[src/rtl/core/time_triggered_task_release_assert.svh]
// ----------------------------------------------------------------------------
// time_triggered_task_release_assert.svh
// assertion macros for the task release block, empty when SYNTH is defined
// ----------------------------------------------------------------------------
`ifndef TIME_TRIGGERED_TASK_RELEASE_ASSERT_SVH
`define TIME_TRIGGERED_TASK_RELEASE_ASSERT_SVH
`ifndef SYNTH
// same-cycle implication
`define TTR_ASSERT_NOW(lbl, clk, rst_n, ante, cons, msg) \
  lbl: assert property (@(posedge clk) disable iff (!rst_n) (ante) |-> (cons)) \
    else $error(msg);
// next-cycle implication
`define TTR_ASSERT_NEXT(lbl, clk, rst_n, ante, cons, msg) \
  lbl: assert property (@(posedge clk) disable iff (!rst_n) (ante) |=> (cons)) \
    else $error(msg);
`else
`define TTR_ASSERT_NOW(lbl, clk, rst_n, ante, cons, msg)
`define TTR_ASSERT_NEXT(lbl, clk, rst_n, ante, cons, msg)
`endif
`endif

[src/rtl/core/ttr_pkg.sv]
// ----------------------------------------------------------------------------
// ttr_pkg
// types, codes and microcode table of the task release block
// ----------------------------------------------------------------------------
package ttr_pkg;

  localparam int UPC_W = 3;

  localparam logic [1:0] CMD_TICK = 2'd0;
  localparam logic [1:0] CMD_SCAN = 2'd1;
  localparam logic [1:0] CMD_LOAD = 2'd2;

  localparam logic [UPC_W-1:0] STEP_FETCH = 3'd0;
  localparam logic [UPC_W-1:0] STEP_LOAD  = 3'd1;
  localparam logic [UPC_W-1:0] STEP_TICK  = 3'd2;
  localparam logic [UPC_W-1:0] STEP_SCAN  = 3'd3;
  localparam logic [UPC_W-1:0] STEP_FLUSH = 3'd4;

  typedef struct packed {
    logic [1:0]  command;
    logic [2:0]  task_slot;
    logic [14:0] period;
    logic [14:0] first_delay;
  } in_word_t;

  typedef struct packed {
    logic       task_valid;
    logic [2:0] task_index;
    logic       last;
  } out_word_t;

  typedef enum logic [2:0] {
    ACT_NOP,
    ACT_FETCH,
    ACT_LOAD,
    ACT_TICK,
    ACT_SCAN,
    ACT_FLUSH
  } act_t;

  typedef enum logic [1:0] {
    COND_ALWAYS,
    COND_DECODE,
    COND_LOOP,
    COND_WAIT
  } cond_t;

  typedef struct packed {
    act_t             act;
    cond_t            cond;
    logic [UPC_W-1:0] target;
    logic [UPC_W-1:0] exit_to;
  } ucode_t;

  typedef struct packed {
    act_t act;
    logic take;
  } ctrl_t;

  typedef struct packed {
    logic idx_last;
    logic stall;
  } status_t;

  function automatic ucode_t ucode_rom(input logic [UPC_W-1:0] upc);
    ucode_t cw;
    case (upc)
      STEP_FETCH: cw = '{ACT_FETCH, COND_DECODE, STEP_FETCH, STEP_FETCH};
      STEP_LOAD:  cw = '{ACT_LOAD,  COND_ALWAYS, STEP_FETCH, STEP_FETCH};
      STEP_TICK:  cw = '{ACT_TICK,  COND_LOOP,   STEP_TICK,  STEP_FETCH};
      STEP_SCAN:  cw = '{ACT_SCAN,  COND_LOOP,   STEP_SCAN,  STEP_FLUSH};
      STEP_FLUSH: cw = '{ACT_FLUSH, COND_WAIT,   STEP_FETCH, STEP_FETCH};
      default:    cw = '{ACT_NOP,   COND_ALWAYS, STEP_FETCH, STEP_FETCH};
    endcase
    return cw;
  endfunction

  function automatic logic [UPC_W-1:0] cmd_entry(input logic [1:0] cmd);
    logic [UPC_W-1:0] s;
    case (cmd)
      CMD_TICK: s = STEP_TICK;
      CMD_SCAN: s = STEP_SCAN;
      CMD_LOAD: s = STEP_LOAD;
      default:  s = STEP_FETCH;
    endcase
    return s;
  endfunction

endpackage

[src/rtl/core/ttr_sequencer.sv]
// ----------------------------------------------------------------------------
// ttr_sequencer
// step counter over the microcode table with conditional jumps
// ----------------------------------------------------------------------------
module ttr_sequencer import ttr_pkg::*; (
  input  logic       clk,
  input  logic       rst_n,
  input  logic       in_valid,
  input  logic [1:0] in_cmd,
  input  status_t    status,
  output ctrl_t      ctrl
);

  logic [UPC_W-1:0] upc_r;
  logic [UPC_W-1:0] upc_nxt;
  ucode_t           cw;

  assign cw = ucode_rom(upc_r);

  always_comb begin
    upc_nxt = upc_r;
    case (cw.cond)
      COND_ALWAYS: upc_nxt = cw.target;
      COND_DECODE: begin
        if (in_valid) upc_nxt = cmd_entry(in_cmd);
      end
      COND_LOOP: begin
        if (!status.stall) upc_nxt = status.idx_last ? cw.exit_to : cw.target;
      end
      COND_WAIT: begin
        if (!status.stall) upc_nxt = cw.target;
      end
      default: upc_nxt = STEP_FETCH;
    endcase
  end

  always_comb begin
    ctrl.act  = cw.act;
    ctrl.take = (cw.act == ACT_FETCH) && in_valid;
  end

  always_ff @(posedge clk) begin
    if (!rst_n) begin
      upc_r <= STEP_FETCH;
    end else begin
      upc_r <= upc_nxt;
    end
  end

endmodule

[src/rtl/core/ttr_datapath.sv]
// ----------------------------------------------------------------------------
// ttr_datapath
// slot file, scan index, pending release and output word register
// ----------------------------------------------------------------------------
module ttr_datapath import ttr_pkg::*; #(
  parameter int NUM_TASKS  = 8,
  parameter int TIMER_BITS = 16
) (
  input  logic      clk,
  input  logic      rst_n,
  input  ctrl_t     ctrl,
  input  in_word_t  in_word,
  output status_t   status,
  output logic      out_valid,
  input  logic      out_ready,
  output out_word_t out_word
);

  localparam int IDX_W = (NUM_TASKS > 1) ? $clog2(NUM_TASKS) : 1;
  localparam logic [IDX_W-1:0] IDX_LAST = IDX_W'(NUM_TASKS - 1);
  localparam logic [31:0] TMR_MAX_U = (32'd1 << (TIMER_BITS - 1)) - 32'd1;
  localparam logic [TIMER_BITS-1:0] TMR_MIN = {1'b1, {(TIMER_BITS-1){1'b0}}};
  localparam logic [TIMER_BITS-1:0] TMR_ONE = TIMER_BITS'(1);

  logic                  slot_active_r [NUM_TASKS];
  logic [TIMER_BITS-1:0] slot_timer_r  [NUM_TASKS];
  logic [14:0]           slot_period_r [NUM_TASKS];

  in_word_t   word_r;
  logic [IDX_W-1:0] idx_r, idx_nxt;
  logic       pend_valid_r, pend_valid_nxt;
  logic [IDX_W-1:0] pend_idx_r, pend_idx_nxt;
  logic       out_valid_r, out_valid_nxt;
  out_word_t  out_word_r, out_word_nxt;

  logic                  cur_active;
  logic [TIMER_BITS-1:0] cur_timer;
  logic [14:0]           cur_period;
  logic                  idx_last;
  logic                  release_hit;
  logic                  out_free;
  logic                  stall;
  logic                  load_ok;
  logic [31:0]           slot_ext;
  logic [31:0]           pend_ext;

  logic                  wr_en;
  logic [IDX_W-1:0]      wr_idx;
  logic                  act_we, act_wd;
  logic                  tmr_we;
  logic [TIMER_BITS-1:0] tmr_wd;
  logic                  per_we;

  function automatic logic [TIMER_BITS-1:0] clamp_timer(input logic [14:0] v);
    logic [31:0] v_ext;
    v_ext = {17'd0, v};
    if (v_ext > TMR_MAX_U) return TMR_MAX_U[TIMER_BITS-1:0];
    return v_ext[TIMER_BITS-1:0];
  endfunction

  assign cur_active  = slot_active_r[idx_r];
  assign cur_timer   = slot_timer_r[idx_r];
  assign cur_period  = slot_period_r[idx_r];
  assign idx_last    = (idx_r == IDX_LAST);
  assign release_hit = cur_active && (cur_timer[TIMER_BITS-1] || (cur_timer == '0));
  assign out_free    = !out_valid_r || out_ready;
  assign slot_ext    = {29'd0, word_r.task_slot};
  assign load_ok     = slot_ext < 32'(NUM_TASKS);
  assign pend_ext    = 32'(pend_idx_r);

  always_comb begin
    case (ctrl.act)
      ACT_SCAN:  stall = release_hit && pend_valid_r && !out_free;
      ACT_FLUSH: stall = !out_free;
      default:   stall = 1'b0;
    endcase
  end

  always_comb begin
    status.idx_last = idx_last;
    status.stall    = stall;
  end

  always_comb begin
    idx_nxt        = idx_r;
    pend_valid_nxt = pend_valid_r;
    pend_idx_nxt   = pend_idx_r;
    out_valid_nxt  = out_valid_r && !out_ready;
    out_word_nxt   = out_word_r;
    wr_en          = 1'b0;
    wr_idx         = idx_r;
    act_we         = 1'b0;
    act_wd         = 1'b0;
    tmr_we         = 1'b0;
    tmr_wd         = cur_timer;
    per_we         = 1'b0;
    case (ctrl.act)
      ACT_FETCH: begin
        idx_nxt        = '0;
        pend_valid_nxt = 1'b0;
      end
      ACT_LOAD: begin
        wr_en  = load_ok;
        wr_idx = slot_ext[IDX_W-1:0];
        act_we = 1'b1;
        act_wd = 1'b1;
        tmr_we = 1'b1;
        tmr_wd = clamp_timer(word_r.first_delay);
        per_we = 1'b1;
      end
      ACT_TICK: begin
        wr_en   = cur_active && (cur_timer != TMR_MIN);
        tmr_we  = 1'b1;
        tmr_wd  = cur_timer - TMR_ONE;
        idx_nxt = idx_last ? idx_r : idx_r + 1'b1;
      end
      ACT_SCAN: begin
        if (!stall) begin
          if (release_hit) begin
            wr_en  = 1'b1;
            tmr_we = 1'b1;
            if (cur_period == '0) begin
              act_we = 1'b1;
              act_wd = 1'b0;
              tmr_wd = TMR_ONE;
            end else begin
              tmr_wd = clamp_timer(cur_period);
            end
            if (pend_valid_r) begin
              out_valid_nxt = 1'b1;
              out_word_nxt  = '{1'b1, pend_ext[2:0], 1'b0};
            end
            pend_valid_nxt = 1'b1;
            pend_idx_nxt   = idx_r;
          end
          idx_nxt = idx_last ? idx_r : idx_r + 1'b1;
        end
      end
      ACT_FLUSH: begin
        if (!stall) begin
          out_valid_nxt  = 1'b1;
          out_word_nxt   = '{pend_valid_r, pend_valid_r ? pend_ext[2:0] : 3'd0, 1'b1};
          pend_valid_nxt = 1'b0;
        end
      end
      default: begin
      end
    endcase
  end

  always_ff @(posedge clk) begin
    if (ctrl.take) word_r <= in_word;
    idx_r        <= idx_nxt;
    pend_idx_r   <= pend_idx_nxt;
    out_word_r   <= out_word_nxt;
    if (wr_en && per_we) slot_period_r[wr_idx] <= word_r.period;
  end

  always_ff @(posedge clk) begin
    if (!rst_n) begin
      pend_valid_r <= 1'b0;
      out_valid_r  <= 1'b0;
      for (int i = 0; i < NUM_TASKS; i++) begin
        slot_active_r[i] <= 1'b0;
        slot_timer_r[i]  <= TMR_ONE;
      end
    end else begin
      pend_valid_r <= pend_valid_nxt;
      out_valid_r  <= out_valid_nxt;
      if (wr_en && act_we) slot_active_r[wr_idx] <= act_wd;
      if (wr_en && tmr_we) slot_timer_r[wr_idx]  <= tmr_wd;
    end
  end

  assign out_valid = out_valid_r;
  assign out_word  = out_word_r;

endmodule

[src/rtl/core/time_triggered_task_release.sv]
// ----------------------------------------------------------------------------
// time_triggered_task_release
// time-triggered task slot table with tick, load and dispatch scan
// ----------------------------------------------------------------------------
// usage
//   in_word carries one command (tick, dispatch scan or slot load) under
//   in_valid/in_ready; out_word carries released slot indices under
//   out_valid/out_ready, one word per release, last set on the final one.
//   a scan with no release returns one word with task_valid low, last high.
// timing
//   the microcode program handles one command at a time, one slot a cycle
//   while the scan step is not stalled; tick and scan loop over the slot
//   file, and no new command is taken until the program is back at fetch.
// reset
//   synchronous active-low reset clears all active marks, sets every timer
//   to one and empties the output register; periods are not cleared.
// stalls
//   a stalled receiver holds the output word; the scan step waits when a
//   new release or the final word needs the output register, and no
//   command is taken.
// ----------------------------------------------------------------------------
module time_triggered_task_release import ttr_pkg::*; #(
  parameter int NUM_TASKS  = 8,
  parameter int TIMER_BITS = 16
) (
  input  logic      clk,
  input  logic      rst_n,
  input  logic      in_valid,
  output logic      in_ready,
  input  in_word_t  in_word,
  output logic      out_valid,
  input  logic      out_ready,
  output out_word_t out_word
);

  ctrl_t   ctrl;
  status_t status;

  ttr_sequencer u_seq (
    .clk      (clk),
    .rst_n    (rst_n),
    .in_valid (in_valid),
    .in_cmd   (in_word.command),
    .status   (status),
    .ctrl     (ctrl)
  );

  ttr_datapath #(
    .NUM_TASKS  (NUM_TASKS),
    .TIMER_BITS (TIMER_BITS)
  ) u_dp (
    .clk       (clk),
    .rst_n     (rst_n),
    .ctrl      (ctrl),
    .in_word   (in_word),
    .status    (status),
    .out_valid (out_valid),
    .out_ready (out_ready),
    .out_word  (out_word)
  );

  assign in_ready = (ctrl.act == ACT_FETCH);

`include "time_triggered_task_release_assert.svh"

  `TTR_ASSERT_NEXT(a_scan_blocks_input, clk, rst_n, in_valid && in_ready && (in_word.command == CMD_SCAN), !in_ready, "input taken during scan")
  `TTR_ASSERT_NOW(a_stall_only_on_output, clk, rst_n, status.stall, (ctrl.act == ACT_SCAN) || (ctrl.act == ACT_FLUSH), "stall outside scan")
  `TTR_ASSERT_NEXT(a_flush_gives_last, clk, rst_n, (ctrl.act == ACT_FLUSH) && !status.stall, out_valid && out_word.last, "scan end without last word")

endmodule

[config.mk]
export PLATFORM = sky130hd
export DESIGN_NAME = time_triggered_task_release
export DESIGN_NICKNAME = d
export VERILOG_FILES = /design/src/rtl/core/ttr_pkg.sv /design/src/rtl/core/ttr_sequencer.sv /design/src/rtl/core/ttr_datapath.sv /design/src/rtl/core/time_triggered_task_release.sv
export VERILOG_INCLUDE_DIRS = /design/src /design/src/rtl/core
export SDC_FILE = /design/constraint.sdc
export NUM_CORES = 1
export LEC_CHECK = 0
export ABC_AREA = 1
export BUFFER_PORTS_ARGS = -buffer_cell sky130_fd_sc_hd__buf_2
export CAP_MARGIN = 20
export CELL_PAD_IN_SITES_DETAIL_PLACEMENT = 1
export CELL_PAD_IN_SITES_GLOBAL_PLACEMENT = 1
export CORE_ASPECT_RATIO = 0.8
export CORE_UTILIZATION = 35
export DETAILED_ROUTE_END_ITERATION = 7
export PLACE_DENSITY = 0.63
export SETUP_SLACK_MARGIN = 0.05
export SKIP_CTS_REPAIR_TIMING = 1
export SYNTH_ARGS = -nofsm -noshare
export SYNTH_HDL_FRONTEND = slang
export SYNTH_HIERARCHICAL = 1
export SYNTH_SLANG_ARGS = --single-unit
[constraint.sdc]
create_clock -name clk -period 3.7 [get_ports clk]
set_input_delay 0.555 -clock clk [delete_from_list [all_inputs] [get_ports clk]]
set_output_delay 0.555 -clock clk [all_outputs]
set_load 0.005 [all_outputs]
==> run_results.csv <==
group,metric,value,unit
status,outcome,"complete, no violations",
synth,synthTopCellsByArea,"edfxtp_1 59%, nand2_1 12%, nor2_1 7.7%, inv_1 4.6%, o21ai_0 3.7%",
finish,num_antenna_cells,0,
synth,synth-simple-area-share,25.05,%
timing,finalCriticalPeriod,3439,ps
worst_setup_path,required,4120,ps
clock_network,cts_root_buf,"clkbuf_16",
synth,yosysSeqAreaShare,61.40,%
worst_setup_path,rrSetupSlack,260,ps
floorplan,dieArea,43120,um^2
synth,yosys-top-cells-count,"460 x nand2_1, 305 x nor2_1, 292 x edfxtp_1, 181 x inv_1, 110 x o21ai_0",
clock_network,clk_latency,540,ps
floorplan,die-width,231.9,um
route,route.vias.total,11523,
synth,yosys.area.top_type,"edfxtp_1",
route,dr.first_iter.drc_count,833,
synth,synthDistinctLibCells,38,
timing,timing.fmax,290.8,MHz
worst_setup_path,critPathBufInv,6,
synth,synth_edf_count,292,
floorplan,die_y,185.9,um
timing,min_period_over_period,92.95,%
worst_hold_path,whs_path_depth,1,
power,p_leak,7.274,nW
worst_setup_path,path_class,"reg2reg",
synth,yosysTopAreaCellShare,59.24,%
worst_setup_path,end_kind,"flip-flop",
synth,yosys_warnings,6,
power,vdd_drop_max,0.0003511,V
power,power_density,699.1,nW/um^2
synth,netlist_area,14800,um^2
global_route,antenna_found_initial,0,
route,drtAntennaViolNets,0,
global_route,grt_max_degree,67,
synth,synthXorXnorAreaFrac,0.05917,%
worst_setup_path,critical_path.max_stage_delay,380,ps
timing,setup_violations,0,
worst_setup_path,crit_chain,"clkinv_2 > buf_12 > nor2_1 > o22ai_1 > o21ai_1 > ha_1 > nand3_2 > nor2_2 > nand2_1 > nand2_2 > nand4_2 > nand2_2 > buf_4 > inv_1 > o21ai_1 > inv_1 > nand2_1 > o21ai_2 > buf_4",
synth,syn_area_per_cell,8.998,um^2
route,drtPass1Iterations,6,
timing,tightest_slew,692.3,ps
timing,maxSlewViolCount,0,
clock_network,clkSinkCount,308,
clock_network,cts_tree,"built",
timing,relSlewSlack,53.67,%
job,max-cap-violations,0,
timing,finalHoldViolations,0,
worst_hold_path,holdCritStartpoint,"in_word[28]",
global_route,grt_overflow,0,
synth,synthAdderAreaFrac,0.6762,%
placement,port-buffer-count,45,
global_route,grt_pass1_vias,11759,
worst_setup_path,start_kind,"flip-flop",
worst_setup_path,critPathSlowestCell,"dfxtp_4",
timing,tns,0,ps
global_route,grt_first_pass_wirelength,70030,um
synth,ys.flop_type,"edfxtp_1",
route,post-route-drc-count,0,
floorplan,pin_count,46,
synth,postSynthCellCount,1645,
worst_setup_path,cp.arrival,3860,ps
route,wire_per_inst,19.87,um
worst_hold_path,min_to,"u_dp/word_r[28]$_DFFE_PP_",
synth,async_reset_ff_share,0,%
finish,fin_util,41.91,%
finish,final_nets,1781,
synth,synth_top_family_by_area,"simple AND/OR/NAND/NOR gates",
worst_setup_path,crit_fanout,14,
finish,syn_to_final_growth,16.68,%
finish,drive_gt1_share,12.33,%
route,drt-vias-per-instance,5.001,
worst_setup_path,ff2ff_path_depth,19,
timing,rsz0062_at_grt,"yes",
floorplan,start_util,35.92,%
floorplan,core-area,41210,um^2
timing,skew,21.62,ps
global_route,grt_usage,21.69,%
floorplan,core.rowCount,66,
synth,syn-num-nets,1692,
synth,synth-compound-area-share,5.799,%
clock_network,cts.clk_slew.worst_paths,60,ps
placement,dpl.hpwl,31540,um
finish,fillerInstances,4750,
clock_network,clockBufferDepth,3,
synth,synthMuxAreaShare,0,%
clock_network,cts_max_level,2,
clock_network,numCtsBuffers,35,
placement,finalWeightedCongestion,0.8761,
synth,yosysMostFrequentCell,"nand2_1",
worst_setup_path,cp_top_family,"simple AND/OR/NAND/NOR gates",
worst_hold_path,holdCritPathClass,"in2reg",
synth,ys_ff_latch,308,
route,routed_wirelength,45780,um
==> worst register-to-register path: cells and delay by family, from the launching register on <==
kind / cells / cell delay [ps]
and+or+nand+nor: 8 / 1100
buffers and inverters: 6 / 1030
AOI/OAI and AO/OA: 4 / 580
DFF: 1 / 380
adders and majority gates: 1 / 250
==> logic make-up after synthesis <==
family | Yosys count
AND/OR/NAND/NOR | 911
flip-flops | 308
buffers and inverters | 261
AO/OA/AOI/OAI | 156
adder cells (fa/ha/maj) | 8
XOR/XNOR | 1
==> area by class of cell <==
type                       count  area, um^2  area share, %
inverter                     187       703.2          4.072
sequential                   308        9094          52.66
multi-input combinational   1076        4702          27.23
clock buffer                  42       923.4          5.347
tap                          544       680.7          3.941
clock inverter                21       188.9          1.094
timing repair buffer         126       978.4          5.665
==> registers in the layout, indices dropped and copies added, names as in the netlist, named ones only <==
signal / count
u_dp/slot_timer_r: 128
u_dp/word_r: 30
u_dp/out_valid: 1
u_dp/pend_valid_r: 1
u_dp/slot_active_r: 8
u_dp/idx_r: 3
u_dp/pend_idx_r: 3
u_dp/slot_ext: 3
u_dp/out_word: 5
u_seq/upc_r: 3
u_dp/slot_period_r: 120
==> metal layers <==
metal,up-vias,wire length [um],global-route usage (%)
met2,243,20260,33.72
met5,-,0,0
met1,5707,22370,31.28
li1,5510,-,-
met4,0,986,6.105
met3,63,2163,3.309
==> layout by cell type, fill, tap and decap left out, drive strengths merged <==
cell and count:
a31oi 1, a211oi 1, a32oi 1, nand3 109
xor2 1, nor2 311, dfxtp 16, a21boi 3
o22ai 10, nand4 5, a221oi 1, o21a 1
clkbuf 42, o211ai 3, bufinv 3, o21ai 119
nand2 471, or2 1, nor4 1, inv 185
nor3 3, buf 126, o2111ai 1, nand3b 10
clkinvlp 1, a21oi 15, clkinv 19, edfxtp 292
ha 8
==> worst max-delay path by stage <==
stage	end	cells past startpoint	startpoint
3_3_place_gp	flip-flop	17	flip-flop
3_5_place_dp	flip-flop	17	flip-flop
6_report	flip-flop	19	flip-flop
4_1_cts	flip-flop	17	flip-flop
5_1_grt	flip-flop	19	flip-flop
2_1_floorplan	u_dp/slot_timer_r[0][0]$_SDFFCE_PN1P_	17	flip-flop
==> where the power goes <==
group          switching [mW]  internal [mW]  leakage [nW]
Sequential              0.197           4.22          2.92
Combinational            3.08           1.15          3.81
Clock                    1.42           1.99         0.540
==> stage by stage <==
step | std cells | area (um^2) | total power, mW | hold WS (ps) | worst slack (ps)
after detailed placement | 2240 | 16120 | 8.667 | 521.6 | 57.80
after global placement | 2240 | 16120 | 8.606 | 506.3 | 163.2
after global routing | 2304 | 17270 | 12.75 | 176.7 | 7.395
after CTS | 2303 | 17230 | 12.14 | 173.7 | 19.60
after floorplan | 1645 | 14800 | 6.885 | 475.0 | 136.8
final | 2304 | 17270 | 12.07 | 196.0 | 260.8
No activity file was read; power rests on OpenSTA's default activity.
